`config.mk`:
```
export PLATFORM = sky130hd
export DESIGN_NAME = base91_stream_encoder_core
export DESIGN_NICKNAME = d
export VERILOG_FILES = /design/src/rtl/b91enc_pkg.sv /design/src/rtl/b91enc_frame.sv /design/src/rtl/b91enc_emit.sv /design/src/rtl/base91_stream_encoder_core.sv
export SDC_FILE = /design/constraint.sdc
export NUM_CORES = 1
export LEC_CHECK = 0
export BUFFER_PORTS_ARGS = -buffer_cell sky130_fd_sc_hd__buf_4
export CAP_MARGIN = 30
export CORE_AREA = 2 2 126 128
export DETAILED_ROUTE_END_ITERATION = 16
export DIE_AREA = 0 0 128 130
export GPL_TIMING_DRIVEN = 0
export HOLD_SLACK_MARGIN = 0.03
export PLACE_DENSITY = 0.71
export SKIP_LAST_GASP = 1
export SYNTH_ARGS = -nofsm -noshare
export SYNTH_HDL_FRONTEND = slang
export SYNTH_SLANG_ARGS = --single-unit
```
`constraint.sdc`:
```
create_clock -name aclk -period 9.7 [get_ports aclk]
set_input_delay 0 -clock aclk [delete_from_list [all_inputs] [get_ports aclk]]
set_output_delay 0 -clock aclk [all_outputs]
set_load 0.02 [all_outputs]
```
`src/rtl/b91enc_pkg.sv`:
```
package b91enc_pkg;

    localparam int unsigned B91_BUF_W  = 13;
    localparam int unsigned B91_CNT_W  = 4;
    localparam int unsigned B91_VAL_W  = 14;
    localparam int unsigned B91_DIG_W  = 7;
    localparam int unsigned B91_ACC_W  = 21;
    localparam int unsigned B91_PROD_W = 28;
    localparam int unsigned B91_SHIFT  = 20;

    localparam logic [B91_BUF_W-1:0]  B91_SMALL = 13'd88;
    localparam logic [B91_BUF_W-1:0]  B91_TOP   = 13'd90;
    localparam logic [B91_DIG_W-1:0]  B91_BASE  = 7'd91;
    localparam logic [B91_VAL_W-1:0]  B91_RECIP = 14'd11523;

    localparam logic CMD_DATA   = 1'b0;
    localparam logic CMD_FINISH = 1'b1;

    localparam logic [7:0] B91_PUNCT [29] = '{
        8'h21, 8'h23, 8'h24, 8'h25, 8'h26, 8'h28, 8'h29, 8'h2A, 8'h2B, 8'h2C,
        8'h2E, 8'h2F, 8'h3A, 8'h3B, 8'h3C, 8'h3D, 8'h3E, 8'h3F, 8'h40, 8'h5B,
        8'h5D, 8'h5E, 8'h5F, 8'h60, 8'h7B, 8'h7C, 8'h7D, 8'h7E, 8'h22
    };

    typedef struct packed {
        logic                 valid;
        logic [B91_VAL_W-1:0] value;
        logic                 two;
    } job_t;

    function automatic logic [7:0] b91_char(input logic [B91_DIG_W-1:0] idx);
        logic [7:0] ch;
        logic [4:0] pidx;
        pidx = 5'(idx - 7'd62);
        if (idx < 7'd26) begin
            ch = 8'h41 + 8'(idx);
        end else if (idx < 7'd52) begin
            ch = 8'h61 + 8'(idx - 7'd26);
        end else if (idx < 7'd62) begin
            ch = 8'h30 + 8'(idx - 7'd52);
        end else if (idx < B91_BASE) begin
            ch = B91_PUNCT[pidx];
        end else begin
            ch = 8'h41;
        end
        return ch;
    endfunction

endpackage

```
`src/rtl/b91enc_frame.sv`:
```
module b91enc_frame
    import b91enc_pkg::*;
(
    input  logic       aclk,
    input  logic       aresetn,
    input  logic       s_tvalid,
    output logic       s_tready,
    input  logic [7:0] s_tdata,
    input  logic       s_tuser,
    output job_t       job,
    input  logic       job_ready
);

    logic [B91_BUF_W-1:0] buf_reg, buf_next;
    logic [B91_CNT_W-1:0] cnt_reg, cnt_next;
    logic                 jv_reg, jv_next;
    logic [B91_VAL_W-1:0] jval_reg;
    logic                 jtwo_reg;

    logic [B91_ACC_W-1:0] acc;
    logic [4:0]           cnt_sum;
    logic                 accept;
    logic                 emit;
    logic                 two;
    logic [B91_VAL_W-1:0] value;

    assign s_tready = !jv_reg || job_ready;
    assign accept   = s_tvalid && s_tready;

    always_comb begin
        acc      = {8'd0, buf_reg} | (B91_ACC_W'(s_tdata) << cnt_reg);
        cnt_sum  = 5'(cnt_reg) + 5'd8;
        emit     = 1'b0;
        two      = 1'b1;
        value    = B91_VAL_W'(acc[B91_BUF_W-1:0]);
        buf_next = acc[B91_BUF_W-1:0];
        cnt_next = cnt_sum[B91_CNT_W-1:0];
        if (s_tuser == CMD_FINISH) begin
            emit     = (cnt_reg != '0);
            two      = (cnt_reg > 4'd7) || (buf_reg > B91_TOP);
            value    = B91_VAL_W'(buf_reg);
            buf_next = '0;
            cnt_next = '0;
        end else if (cnt_sum > 5'd13) begin
            emit = 1'b1;
            if (acc[B91_BUF_W-1:0] > B91_SMALL) begin
                value    = B91_VAL_W'(acc[B91_BUF_W-1:0]);
                buf_next = B91_BUF_W'(acc[B91_ACC_W-1:13]);
                cnt_next = 4'(cnt_sum - 5'd13);
            end else begin
                value    = acc[B91_VAL_W-1:0];
                buf_next = B91_BUF_W'(acc[B91_ACC_W-1:14]);
                cnt_next = 4'(cnt_sum - 5'd14);
            end
        end
    end

    always_comb begin
        jv_next = jv_reg;
        if (accept) begin
            jv_next = emit;
        end else if (job_ready) begin
            jv_next = 1'b0;
        end
    end

    always_ff @(posedge aclk) begin
        if (!aresetn) begin
            buf_reg <= '0;
            cnt_reg <= '0;
            jv_reg  <= 1'b0;
        end else begin
            jv_reg <= jv_next;
            if (accept) begin
                buf_reg <= buf_next;
                cnt_reg <= cnt_next;
            end
        end
    end

    always_ff @(posedge aclk) begin
        if (accept) begin
            jval_reg <= value;
            jtwo_reg <= two;
        end
    end

    assign job.valid = jv_reg;
    assign job.value = jval_reg;
    assign job.two   = jtwo_reg;

endmodule

```
`src/rtl/b91enc_emit.sv`:
```
module b91enc_emit
    import b91enc_pkg::*;
(
    input  logic       aclk,
    input  logic       aresetn,
    input  job_t       job,
    output logic       job_ready,
    output logic       m_tvalid,
    input  logic       m_tready,
    output logic [7:0] m_tdata,
    output logic       m_tlast
);

    logic                  pv_reg, pv_next;
    logic [B91_DIG_W-1:0]  pq_reg;
    logic [B91_VAL_W-1:0]  pval_reg;
    logic                  ptwo_reg;

    logic                  ov_reg, ov_next;
    logic                  phase_reg, phase_next;
    logic [7:0]            c0_reg, c1_reg;
    logic                  otwo_reg;

    logic [B91_PROD_W-1:0] prod;
    logic [B91_DIG_W-1:0]  quot;
    logic [B91_VAL_W-1:0]  qmul;
    logic [B91_VAL_W-1:0]  rem_wide;
    logic [B91_DIG_W-1:0]  rem;
    logic                  out_free;
    logic                  pair_free;

    assign prod     = B91_PROD_W'(job.value) * B91_PROD_W'(B91_RECIP);
    assign quot     = prod[B91_SHIFT+B91_DIG_W-1:B91_SHIFT];
    assign qmul     = B91_VAL_W'(pq_reg) * B91_VAL_W'(B91_BASE);
    assign rem_wide = pval_reg - qmul;
    assign rem      = rem_wide[B91_DIG_W-1:0];

    assign out_free  = !ov_reg || (m_tready && (phase_reg || !otwo_reg));
    assign pair_free = !pv_reg || out_free;
    assign job_ready = pair_free;

    always_comb begin
        pv_next = pv_reg;
        if (pair_free) begin
            pv_next = job.valid;
        end
    end

    always_comb begin
        ov_next    = ov_reg;
        phase_next = phase_reg;
        if (out_free) begin
            ov_next    = pv_reg;
            phase_next = 1'b0;
        end else if (m_tready && !phase_reg) begin
            phase_next = 1'b1;
        end
    end

    always_ff @(posedge aclk) begin
        if (!aresetn) begin
            pv_reg    <= 1'b0;
            ov_reg    <= 1'b0;
            phase_reg <= 1'b0;
        end else begin
            pv_reg    <= pv_next;
            ov_reg    <= ov_next;
            phase_reg <= phase_next;
        end
    end

    always_ff @(posedge aclk) begin
        if (pair_free) begin
            pq_reg   <= quot;
            pval_reg <= job.value;
            ptwo_reg <= job.two;
        end
        if (out_free) begin
            c0_reg   <= b91_char(rem);
            c1_reg   <= b91_char(pq_reg);
            otwo_reg <= ptwo_reg;
        end
    end

    assign m_tvalid = ov_reg;
    assign m_tdata  = phase_reg ? c1_reg : c0_reg;
    assign m_tlast  = phase_reg || !otwo_reg;

endmodule

```
`src/rtl/base91_stream_encoder_core.sv`:
```
// channel   dir  handshake           tdata              tuser / tlast
// s_        in   s_tvalid/s_tready   [7:0] data_byte    tuser: cmd (0 data, 1 finish)
// m_        out  m_tvalid/m_tready   [7:0] out_char     tlast: last_of_run
//
// One request can be taken every cycle while s_tready is high; a request
// that yields characters holds the result port until its characters are
// taken, so a stream of bytes that all emit is paced by the one-character output.
// The first character passes the job register, loaded on the edge that
// takes its request, then the divide-by-91 and output registers.
// aresetn clears the bit buffer, the count and all stage valids.
// m_tready low holds the current character; s_tready drops once all three
// stages hold work and the output stage cannot release its characters.
module base91_stream_encoder_core
    import b91enc_pkg::*;
(
    input  logic       aclk,
    input  logic       aresetn,
    input  logic       s_tvalid,
    output logic       s_tready,
    input  logic [7:0] s_tdata,   // [7:0] data_byte
    input  logic       s_tuser,   // [0] cmd
    output logic       m_tvalid,
    input  logic       m_tready,
    output logic [7:0] m_tdata,   // [7:0] out_char
    output logic       m_tlast
);

    job_t job;
    logic job_ready;

    b91enc_frame u_frame (
        .aclk      (aclk),
        .aresetn   (aresetn),
        .s_tvalid  (s_tvalid),
        .s_tready  (s_tready),
        .s_tdata   (s_tdata),
        .s_tuser   (s_tuser),
        .job       (job),
        .job_ready (job_ready)
    );

    b91enc_emit u_emit (
        .aclk      (aclk),
        .aresetn   (aresetn),
        .job       (job),
        .job_ready (job_ready),
        .m_tvalid  (m_tvalid),
        .m_tready  (m_tready),
        .m_tdata   (m_tdata),
        .m_tlast   (m_tlast)
    );

endmodule

```
==> results by group, run 1 <==
Layout
  • Synthesis-to-layout area growth: 9.56%
  • Fin nets: 1134
  • Layout cell share with drive strength beyond 1: 8.06%
  • ANT cells: 0
  • Multi-input logic area: 5840 µm²
  • FF+latch area: 1830 µm²
  • Max reg flops: 14
  • Filler cells: 1402

Clock tree
  • Clock Tree Buf Depth: 2
  • Worst-Skew Late Latency: 330 ps
  • Worst-path clk slew: 60 ps
  • CTS tree: yes
  • Root buf cell: clkbuf_16
  • Number of gates resized after CTS: 0
  • CTS Buf Count: 9
  • CTS H-tree depth: 3
  • Clock sink count: 68

Synthesis
  • Top cell type's share of synthesized area: roughly 22%
  • Synth warnings: 0
  • Synthesis-stage register bit count: 68
  • Largest family of logic cells by synthesized area: adder cells
  • FFs w/ async S/R, synth: 0%
  • Netlist Area Pre-Place: 8310 µm²
  • Post-synth EDFFs: between 40 and 50
  • Seq/Total Area, Yosys: between 20 and 25%
  • Ys flop type: edfxtp_1
  • Mux cell area share after synthesis: 5.35%
  • Synthesized netlist cell count: ~900
  • Post-synthesis xor/xnor area fraction: 4.44%
  • Synth cell types: 76
  • Synth top area cells: ha_1, edfxtp_1, fa_1
  • Avg Inst Size Synth: ~9 µm²
  • Synth Area in Compound Gates: between 15 and 20%
  • Post-synth top area cell: ha_1
  • Simple-gate share of the synthesized area: a little under an eighth
  • Fraction of the mapped netlist area in adder cells: 30.8%

Floorplanning
  • Initial Utilization: 53.9%
  • DIE HEIGHT: between 100 and 150 µm
  • Die W: 128 µm
  • Row cnt: 46
  • IO Count: 24
  • Core area: 15400 µm²
  • Die Footprint: 16600 µm²

Timing
  • Endpoints failing hold: 0
  • Highest Clock Rate: 164 MHz
  • Fin crit share: roughly 63%
  • Worst slew margin: 45.6%
  • Count of final max-slew check failures: 0
  • Finish-stage setup viols: 0
  • TNS Setup: 0 ps
  • Final min period: 6110 ps
  • Slew @ Worst Pin: between 800 and 900 ps
  • RSZ-0062 raised after global routing: no
  • Setup Skew: 5.31 ps

Worst setup path
  • CP Launch Type: flip-flop
  • Crit path capture type: flip-flop
  • WP buf/inv: 5
  • CP top delay family: adder cells
  • Crit-path max FO: 11
  • Reg2reg end: u_emit.c0_reg[2]$_DFFE_PP_
  • Critical Path AT: between 6000 and 7000 ps
  • Reg2Reg Launch Point: u_emit.pq_reg[0]$_DFFE_PP_
  • Max incr delay on CP: ~600 ps
  • Reg2Reg Depth: 18
  • Worst EP required: 9850 ps
  • R2r setup slk: 3590 ps
  • Worst-path cell chain: clkbuf_1 -> inv_1 -> ha_1 -> fa_1 -> inv_1 -> ha_1 -> nor2b_1 -> o21a_1 -> o21a_1 -> nor2_1 -> clkbuf_1 -> ha_1 -> nor2b_1 -> xnor3_1 -> clkbuf_1 -> a2111oi_0 -> o311ai_0 -> a21oi_1
  • Cell at the slowest stage of the critical path: fa_1
  • Critical path class: reg2reg

GRT
  • Initial antenna violation count: 0
  • First-pass GRT wire length: about 30000 µm
  • Grt ovf: 0
  • Vias in the first global route: 6258
  • Largest net degree at the start of global routing: 19
  • Tot GR Track Use: approximately 22%

Status
  • Status: complete, no violations

Worst hold path
  • Hold Crit Depth: 4
  • Hold Path Origin: s_tvalid
  • Hold Crit Class: in2reg
  • Hold Path Sink: u_frame.jv_reg$_SDFFE_PN0P_

Route
  • Final wirelength: 18500 µm
  • Post-route antenna net violation count: 0
  • Wire per inst: 16.3 µm
  • Wl on met1: 8300 µm
  • DR top layer: met4
  • Number of remaining DRC errors: 0
  • DR vias/cell: 5.90
  • DR WL met2: 8810 µm
  • Vias: about 6700
  • Drt first-iter violations: roughly 540
  • Met3 Wirelength: ~840 µm
  • Drt first pass iters: 6

Placement
  • HPWL after detailed placement: 14700 µm
  • Gp weighted congestion: 0.958
  • IO buf count: 23

Run
  • Max Cap Viol: 0
==> synthesized netlist by cell type, types with 4 or more instances <==
cell type  count
ha_1         147
inv_1        124
a21oi_1       58
edfxtp_1      47
nor2_1        46
nand2_1       37
fa_1          36
o21ai_0       35
xnor2_1       29
clkbuf_1      21
dfxtp_1       21
mux2i_1       20
a31oi_1       14
nand3_1       14
nor3_1        14
o21a_1        14
a21o_1        12
mux2_2        12
a211oi_1      11
and2_1        11
o211ai_1      10
nand4_1        9
nor2b_1        9
buf_2          8
or3_1          8
xor2_1         8
nand2b_1       6
a41oi_1        5
o22ai_1        5
o31ai_1        5
or4_1          5
a2111oi_0      4
a221oi_1       4
buf_1          4
nand3b_1       4
nor4_1         4
o211a_1        4
o221ai_1       4
o311ai_0       4
==> worst register-to-register path, stage by stage (launching register included) <==
cell and delay (ps):
edfxtp_1 530, clkbuf_1 470, inv_1 200, ha_1 480, fa_1 610, inv_1 60, ha_1 270, nor2b_1 130
o21a_1 210, o21a_1 230, nor2_1 140, clkbuf_1 410, ha_1 340, nor2b_1 260, xnor3_1 310, clkbuf_1 230
a2111oi_0 540, o311ai_0 230, a21oi_1 270
==> cells by family (layout without fill, tap and decap cells) <==
group,after synthesis,count (layout)
AO/OA/AOI/OAI,224,224
XOR/XNOR,39,39
adder cells (fa/ha/maj),183,183
buffers and inverters,163,207
flip-flops,68,68
multiplexers,37,37
other,1,2
AND/OR/NAND/NOR,183,183
==> layer usage <==
metal	global-route usage [%]	vias up
li1	-	3324
met1	29.6	3128
met2	37.8	201
met3	3.57	42
met4	8.08	0
met5	0	-
==> worst max-delay path by stage <==
stage | end | start | depth (start not counted) | slack [ps]
after global placement | u_emit.pq_reg[6]$_DFFE_PP_ | u_frame.jval_reg[1]$_DFFE_PP_ | 19 | 3660
after global routing | u_emit.c0_reg[2]$_DFFE_PP_ | u_emit.pq_reg[0]$_DFFE_PP_ | 18 | 3240
final | u_emit.c0_reg[2]$_DFFE_PP_ | u_emit.pq_reg[0]$_DFFE_PP_ | 18 | 3590
after CTS | u_emit.pq_reg[6]$_DFFE_PP_ | u_frame.jval_reg[1]$_DFFE_PP_ | 19 | 3630
after floorplan | u_emit.pq_reg[6]$_DFFE_PP_ | u_frame.jval_reg[1]$_DFFE_PP_ | 19 | 4440
after detailed placement | u_emit.pq_reg[6]$_DFFE_PP_ | u_frame.jval_reg[1]$_DFFE_PP_ | 19 | 3660
==> cell usage in the layout (no fill, tap or decap), drive strengths merged, types with 6 or more instances in the layout <==
master / n
o211ai: 10
mux2: 13
xnor2: 29
a31oi: 14
and2: 11
fa: 36
o21a: 14
nor2: 46
dfxtp: 21
buf: 39
mux2i: 20
inv: 124
clkbuf: 33
o21ai: 37
o31ai: 6
nand4: 9
ha: 147
nand3: 15
a211oi: 11
xor2: 8
nand2: 37
nand2b: 6
a21o: 12
edfxtp: 47
nor2b: 9
a21oi: 60
or3: 8
nor3: 15
==> metrics by stage <==
| stage | hold WS [ps] | setup WS (ps) | instances | area [µm²] | utilization, % |
|---|---|---|---|---|---|
| floorplan | 138 | 4440 | 899 | 8310 | - |
| global placement | 250 | 3660 | 1114 | 8720 | 56.6 |
| detailed placement | 271 | 3660 | 1115 | 8740 | 56.7 |
| CTS | 41.8 | 3630 | 1135 | 9100 | 59.0 |
| global route | 56.1 | 3240 | 1135 | 9100 | 59.0 |
| finish | 44.3 | 3590 | 1135 | 9100 | 59.0 |
==> area by class of cell <==
class                   count  share of cell area (%)
plain buffers              36                    1.80
inverters                 127                    5.24
multi-input cells         668                    64.1
clock inverters             4                   0.605
repair buffers             28                    2.50
well taps                 192                    2.64
flip-flops and latches     68                    20.1
clock buffers              12                    2.94
==> timing repair <==
item / CTS / global route
hold buffers: 4 / 0
endpoints found under the hold margin: 6 / 0
setup buffers: 0 / 0
Power of run 1 is not shown: default switching activity piles up to over one toggle a cycle in this logic, so the estimate is an artifact.
==> run 2, diff against run 1 <==
- ABC_AREA: default -> 1
- CORE_AREA: 2 2 126 128 -> 2 2 127 129
- DIE_AREA: 0 0 128 130 -> 0 0 129 131
- clock period: 9.7 -> 5.66 ns (I/O delays scaled with it)
==> run 2 against run 1 <==
Against the previous run: first-iteration DRC count grew 8.7%; global-route usage is 0.68 points higher; non-clock buffer count fell by 17; final cell count increased by 18%; hold slack got worse by 4.5 ps; highest routed layer unchanged; register-to-register slack worse by 3200 ps; area after synthesis is 0.72% higher; die area is 1.6% higher; largest cell class unchanged; wire length fell by 0.27%.
==> results by group, run 2 <==
GRT
  • Grt ovf: 0 (unchanged)
  • Tot GR Track Use: 23.2% (+0.68 points)
  • Initial antenna violation count: 0 (unchanged)
  • Vias in the first global route: 6664 (+6.5%)
  • Largest net degree at the start of global routing: 25 (+6)
  • First-pass GRT wire length: 31400 µm (+4.4%)

Floorplanning
  • Core area: 15600 µm² (+1.1%)
  • Initial Utilization: 53.6% (-0.21 points)
  • Die Footprint: 16900 µm² (+1.6%)
  • IO Count: 24 (unchanged)
  • DIE HEIGHT: 131 µm (+0.77%)
  • Row cnt: 46 (unchanged)
  • Die W: 129 µm (+0.78%)

Layout
  • Multi-input logic area: 5730 µm² (-1.9%)
  • Layout cell share with drive strength beyond 1: 6.65% (-1.4 points)
  • Synthesis-to-layout area growth: 8.88%
  • FF+latch area: 1830 µm² (unchanged)
  • Most common cell after layout, fill and taps aside: nand2_1
  • Fin nets: 1319 (+16%)
  • Most frequent cells in the layout: nand2_1, inv_1, ha_1
  • Max reg flops: 14 (unchanged)
  • Filler cells: 1471 (+4.9%)
  • ANT cells: 0 (unchanged)

Synthesis
  • Netlist Area Pre-Place: 8370 µm² (+0.72%)
  • Synthesis-stage register bit count: 68 (unchanged)
  • Post-synth EDFFs: 47 (unchanged)
  • Synth top area cells: ha_1, edfxtp_1, nand2_1
  • Seq/Total Area, Yosys: 21.9% (-0.16 points)
  • Post-synth top area cell: ha_1
  • Synth cell count leaders: nand2_1, inv_1, ha_1, nand3_1
  • Synth warnings: 0 (unchanged)
  • FFs w/ async S/R, synth: 0% (unchanged)
  • Ys flop type: edfxtp_1
  • Count leader, synth: nand2_1
  • Synthesized netlist cell count: 1086 (+21%)
  • Synth cell types: 47 (-38%)
  • Top cell type's share of synthesized area: 22.0% (-0.16 points)
  • Avg Inst Size Synth: 7.70 µm² (-17%)

Worst setup path
  • CP Launch Type: flip-flop
  • Crit path capture type: flip-flop
  • Critical Path AT: 5350 ps (-910 ps)
  • Worst EP required: 5740 ps (-4110 ps)
  • CP top delay family: adder cells
  • Worst-path cell chain: ha_1 -> inv_1 -> fa_1 -> inv_1 -> fa_1 -> inv_1 -> fa_1 -> inv_1 -> ha_1 -> ha_1 -> ha_1 -> nand2_1 -> o21ai_0 -> a21oi_1 -> nand3_1 -> a21boi_0 -> o21ai_0 -> nand2_1 -> nand2_1
  • Cell at the slowest stage of the critical path: a21boi_0
  • Crit-path max FO: 6 (-5)
  • Max incr delay on CP: 580 ps (-30 ps)
  • Critical path class: reg2reg
  • WP buf/inv: 4 (-1)

Timing
  • Finish-stage setup viols: 0 (unchanged)
  • RSZ-0062 raised after global routing: no
  • Final min period: 5270 ps (-845 ps)
  • Worst slew margin: 47.3% (+1.7 points)
  • Endpoints failing hold: 0 (unchanged)
  • TNS Setup: 0 ps (unchanged)
  • Setup Skew: 10.9 ps (+5.55 ps)
  • Slew @ Worst Pin: 789 ps (-16.1 ps)
  • Count of final max-slew check failures: 0 (unchanged)
  • Fin crit share: 93.1% (+30 points)
  • Highest Clock Rate: 190 MHz (+16%)

Placement
  • Gp weighted congestion: 0.980 (+2.3%)
  • IO buf count: 23 (unchanged)
  • HPWL after detailed placement: 15000 µm (+1.5%)

Worst hold path
  • Hold Crit Class: in2reg

Clock tree
  • Worst-path clk slew: 60 ps (about the same)
  • Clock Tree Buf Depth: 2 (unchanged)
  • CTS Buf Count: 9 (unchanged)
  • Clock sink count: 68 (unchanged)
  • Root buf cell: clkbuf_16
  • Worst-Skew Late Latency: 340 ps (about the same)
  • CTS tree: yes
  • Number of gates resized after CTS: 0 (unchanged)
  • CTS H-tree depth: 3 (unchanged)

Route
  • Wire per inst: 13.7 µm (-16%)
  • Post-route antenna net violation count: 0 (unchanged)
  • Vias: 7200 (+7.5%)
  • Final wirelength: 18500 µm (-0.27%)
  • Drt first pass iters: 5 (-1)
  • Drt first-iter violations: 588 (+8.7%)
  • DR vias/cell: 5.36 (-9.2%)
  • Number of remaining DRC errors: 0 (unchanged)

Status
  • Status: complete, no violations

Run
  • Max Cap Viol: 0 (unchanged)
## run 2: cell count changes after synthesis, moves of 12 or more
| cell | change |
|---|---|
| o21ai_0 | +35 |
| a21oi_1 | +12 |
| mux2i_1 | -20 |
| inv_1 | +55 |
| mux2_2 | -12 |
| nand4_1 | +14 |
| nand2_1 | +178 |
| nand3_1 | +73 |
| xnor2_1 | -14 |
## run 2: logic make-up after synthesis
kind of cell               Yosys count  synth area share (%)
and+or+nand+nor                    403                  21.4
buffers and inverters              207                  9.71
AOI/OAI and AO/OA                  190                  12.8
adders and majority gates          183                  30.6
DFF                                 68                  21.9
xor gates and xnor gates            34                  3.56
other                                1                0.0448
## run 2: tightest hold or removal path: cells and delay by family
family,cells,cell delay (ps)
AO/OA/AOI/OAI,1,50
buffers and inverters,1,130
AND/OR/NAND/NOR,2,150
## run 2: per-layer routing
metal / up-vias / part of all wire (%) / global-route usage, %
met3: 24 / 4.1 / 2.77
li1: 3713 / - / -
met5: - / 0 / 0
met1: 3278 / 46 / 31.0
met4: 0 / 1.3 / 6.20
met2: 185 / 48 / 39.9
## run 2: worst paths after layout
check	depth (start not counted)	slack [ps]	start	endpoint
worst max-delay path	19	390	u_frame.jval_reg[1]$_DFFE_PP_	u_emit.pq_reg[4]$_DFFE_PP_
worst min-delay path	4	40	s_tuser	u_frame.jv_reg$_SDFFE_PN0P_
worst max register to register	19	390	u_frame.jval_reg[1]$_DFFE_PP_	u_emit.pq_reg[4]$_DFFE_PP_
worst min register to register	0	420	u_frame.jtwo_reg$_SDFFCE_PN1P_	u_emit.ptwo_reg$_DFFE_PP_
## run 2: area by class of cell
| cell class | count | share of cell area [%] |
|---|---|---|
| inverters | 185 | 7.62 |
| repair buffers | 25 | 2.12 |
| clock inverters | 7 | 0.563 |
| flip-flops and latches | 68 | 20.1 |
| plain buffers | 22 | 1.29 |
| multi-input cells | 812 | 62.9 |
| well taps | 216 | 2.97 |
| clock buffers | 9 | 2.47 |
## run 2: through the flow
stage	cells	setup WS [ps]	util [%]	hold slack, ps	cell area (µm²)
2_1_floorplan	1087	1090	-	138	8370
3_3_place_gp	1326	544	56.5	267	8810
3_5_place_dp	1326	439	56.5	269	8810
4_1_cts	1344	442	58.4	32.6	9110
5_1_grt	1344	104	58.4	54.2	9110
6_report	1344	391	58.4	39.8	9110
## run 2: repair_timing
action / 4_1_cts / 5_1_grt
hold buffers: 2 / 0
endpoints found under the hold margin: 5 / 0
setup buffers: 0 / 0
Power of run 2 is left out for the same reason.
==> run 3, diff against run 2 <==
- CORE_AREA: 2 2 127 129 -> 2 2 121 135
- DIE_AREA: 0 0 129 131 -> 0 0 123 137
- RECOVER_POWER: default -> 100
- SKIP_CTS_REPAIR_TIMING: default -> 1
==> run 3 against run 2 <==
Against the previous run: wire length increased by 2.1%; cell area fell by 0.63%; critical path depth did not move; maximum frequency grew 0.96%; flip-flop and latch count stayed put; global-route usage up 0.089 points; final cell count shrank 1.2%; first-iteration DRC count shrank 11%; register-to-register slack better by 50 ps; worst setup slack gained 50 ps; die area fell by 0.28%; via count increased by 1.7%; highest routed layer unchanged.
==> results by group, run 3 (same netlist as run 2, synthesis figures left out) <==
Layout
  • Synthesis-to-layout area growth: 8.19%
  • Layout cell share with drive strength beyond 1: 4.70% (-2.0 points)
  • Fin nets: 1319 (unchanged)
  • Most common cell after layout, fill and taps aside: nand2_1
  • Filler cells: 1457 (-0.95%)
  • Finished Core Util: 58.4% (about the same)
  • Most frequent cells in the layout: nand2_1, inv_1, ha_1
  • Max reg flops: 14 (unchanged)
  • ANT cells: 0 (unchanged)

Clock tree
  • Clock Tree Buf Depth: 2 (unchanged)
  • Worst-path clk slew: 60 ps (about the same)
  • CTS tree: yes
  • CTS H-tree depth: 3 (unchanged)
  • Clock sink count: 68 (unchanged)
  • Worst-Skew Late Latency: 340 ps (about the same)
  • Root buf cell: clkbuf_16
  • CTS Buf Count: 9 (unchanged)

Floorplanning
  • Initial Utilization: 54.0% (+0.36 points)
  • Die W: 123 µm (-4.7%)
  • IO Count: 24 (unchanged)
  • Die Footprint: 16900 µm² (-0.28%)
  • DIE HEIGHT: 137 µm (+4.6%)
  • Row cnt: 48 (+4.3%)
  • Core area: 15500 µm² (-0.66%)

GRT
  • Largest net degree at the start of global routing: 25 (unchanged)
  • Grt ovf: 0 (unchanged)
  • Vias in the first global route: 6763 (+1.5%)
  • Tot GR Track Use: 23.3% (+0.089 points)
  • Initial antenna violation count: 0 (unchanged)
  • First-pass GRT wire length: 31200 µm (-0.35%)

Timing
  • RSZ-0062 raised after global routing: no
  • Hold_ws: 54.4 ps (+14.6 ps)
  • Endpoints failing hold: 0 (unchanged)
  • Count of final max-slew check failures: 0 (unchanged)
  • Fin crit share: 92.2% (-0.88 points)
  • Finish-stage setup viols: 0 (unchanged)
  • TNS Setup: 0 ps (unchanged)
  • Slew @ Worst Pin: 1120 ps (+328 ps)
  • Final min period: 5220 ps (-50.0 ps)
  • Highest Clock Rate: 192 MHz (+0.96%)
  • Worst slew margin: 24.7% (-23 points)
  • Setup Skew: 7.92 ps (-2.94 ps)
  • Worst setup margin: 441 ps (+50.0 ps)

Placement
  • Gp weighted congestion: 0.944 (-3.7%)
  • DP Worst Slack: 475 ps (+35.7 ps)
  • IO buf count: 23 (unchanged)
  • HPWL after detailed placement: 15300 µm (+2.3%)

Route
  • Final wirelength: 18900 µm (+2.1%)
  • Drt first pass iters: 5 (unchanged)
  • Number of remaining DRC errors: 0 (unchanged)
  • Vias: 7319 (+1.7%)
  • Post-route antenna net violation count: 0 (unchanged)
  • DR vias/cell: 5.51 (+2.9%)
  • Wire per inst: 14.2 µm (+3.3%)
  • Drt first-iter violations: 524 (-11%)

Worst setup path
  • Crit-path max FO: 6 (unchanged)
  • Critical Path AT: 5280 ps (-70 ps)
  • Crit path capture type: flip-flop
  • CP Launch Type: flip-flop
  • Max incr delay on CP: 540 ps (-40 ps)
  • Worst EP required: 5720 ps (-20 ps)
  • Worst-path cell chain: ha_1 -> inv_1 -> fa_1 -> inv_1 -> fa_1 -> inv_1 -> fa_1 -> inv_1 -> ha_1 -> ha_1 -> ha_1 -> nand2_1 -> o21ai_0 -> a21oi_1 -> nand3_1 -> a21boi_0 -> o21ai_0 -> nand2_1 -> nand2_1
  • Critical path class: reg2reg
  • Cell at the slowest stage of the critical path: fa_1

Worst hold path
  • Hold Crit Class: in2reg

Status
  • Status: complete, no violations

Run
  • Max Cap Viol: 0 (unchanged)
## run 3: critical path: cells and delay by family, from the launching register on
kind | cells | cell delay, ps
and+or+nand+nor | 4 | 420
buffers and inverters | 4 | 230
adders and majority gates | 7 | 2820
AOI/OAI and AO/OA | 4 | 950
DFF | 1 | 510
## run 3: path summary, 6_finish.rpt
| kind | from | to | slack [ps] | cells past startpoint |
|---|---|---|---|---|
| max | u_frame.jval_reg[1]$_DFFE_PP_ | u_emit.pq_reg[4]$_DFFE_PP_ | 440 | 19 |
| min | s_tuser | u_frame.cnt_reg[3]$_SDFFE_PN0P_ | 50 | 4 |
| max reg2reg | u_frame.jval_reg[1]$_DFFE_PP_ | u_emit.pq_reg[4]$_DFFE_PP_ | 440 | 19 |
| min reg2reg | u_frame.jtwo_reg$_SDFFCE_PN1P_ | u_emit.ptwo_reg$_DFFE_PP_ | 420 | 0 |
## run 3: layout make-up
cell class                      instances  area, µm²  area share, %
Multi-Input combinational cell        812       5700           62.9
Tap cell                              200        250           2.76
Buffer                                 22        106           1.17
Inverter                              185        694           7.67
Clock buffer                           11        243           2.68
Sequential cell                        68       1830           20.2
Timing Repair Buffer                   25        155           1.71
Clock inverter                          5       76.3          0.843
## run 3: per-stage QoR
step | std cells | cell area [µm²]
6_report | 1328 | 9050
5_1_grt | 1328 | 9050
3_5_place_dp | 1310 | 8790
2_1_floorplan | 1087 | 8370
4_1_cts | 1326 | 9110
3_3_place_gp | 1310 | 8790
## run 3: per-layer routing
| layer | share of wire (%) | track usage [%] | up-vias |
|---|---|---|---|
| met1 | 43 | 30.0 | 3356 |
| met2 | 49 | 40.4 | 220 |
| met4 | 2.9 | 7.01 | 0 |
| li1 | - | - | 3709 |
| met5 | 0 | 0 | - |
| met3 | 4.9 | 3.08 | 34 |
Power of run 3 is left out for the same reason.
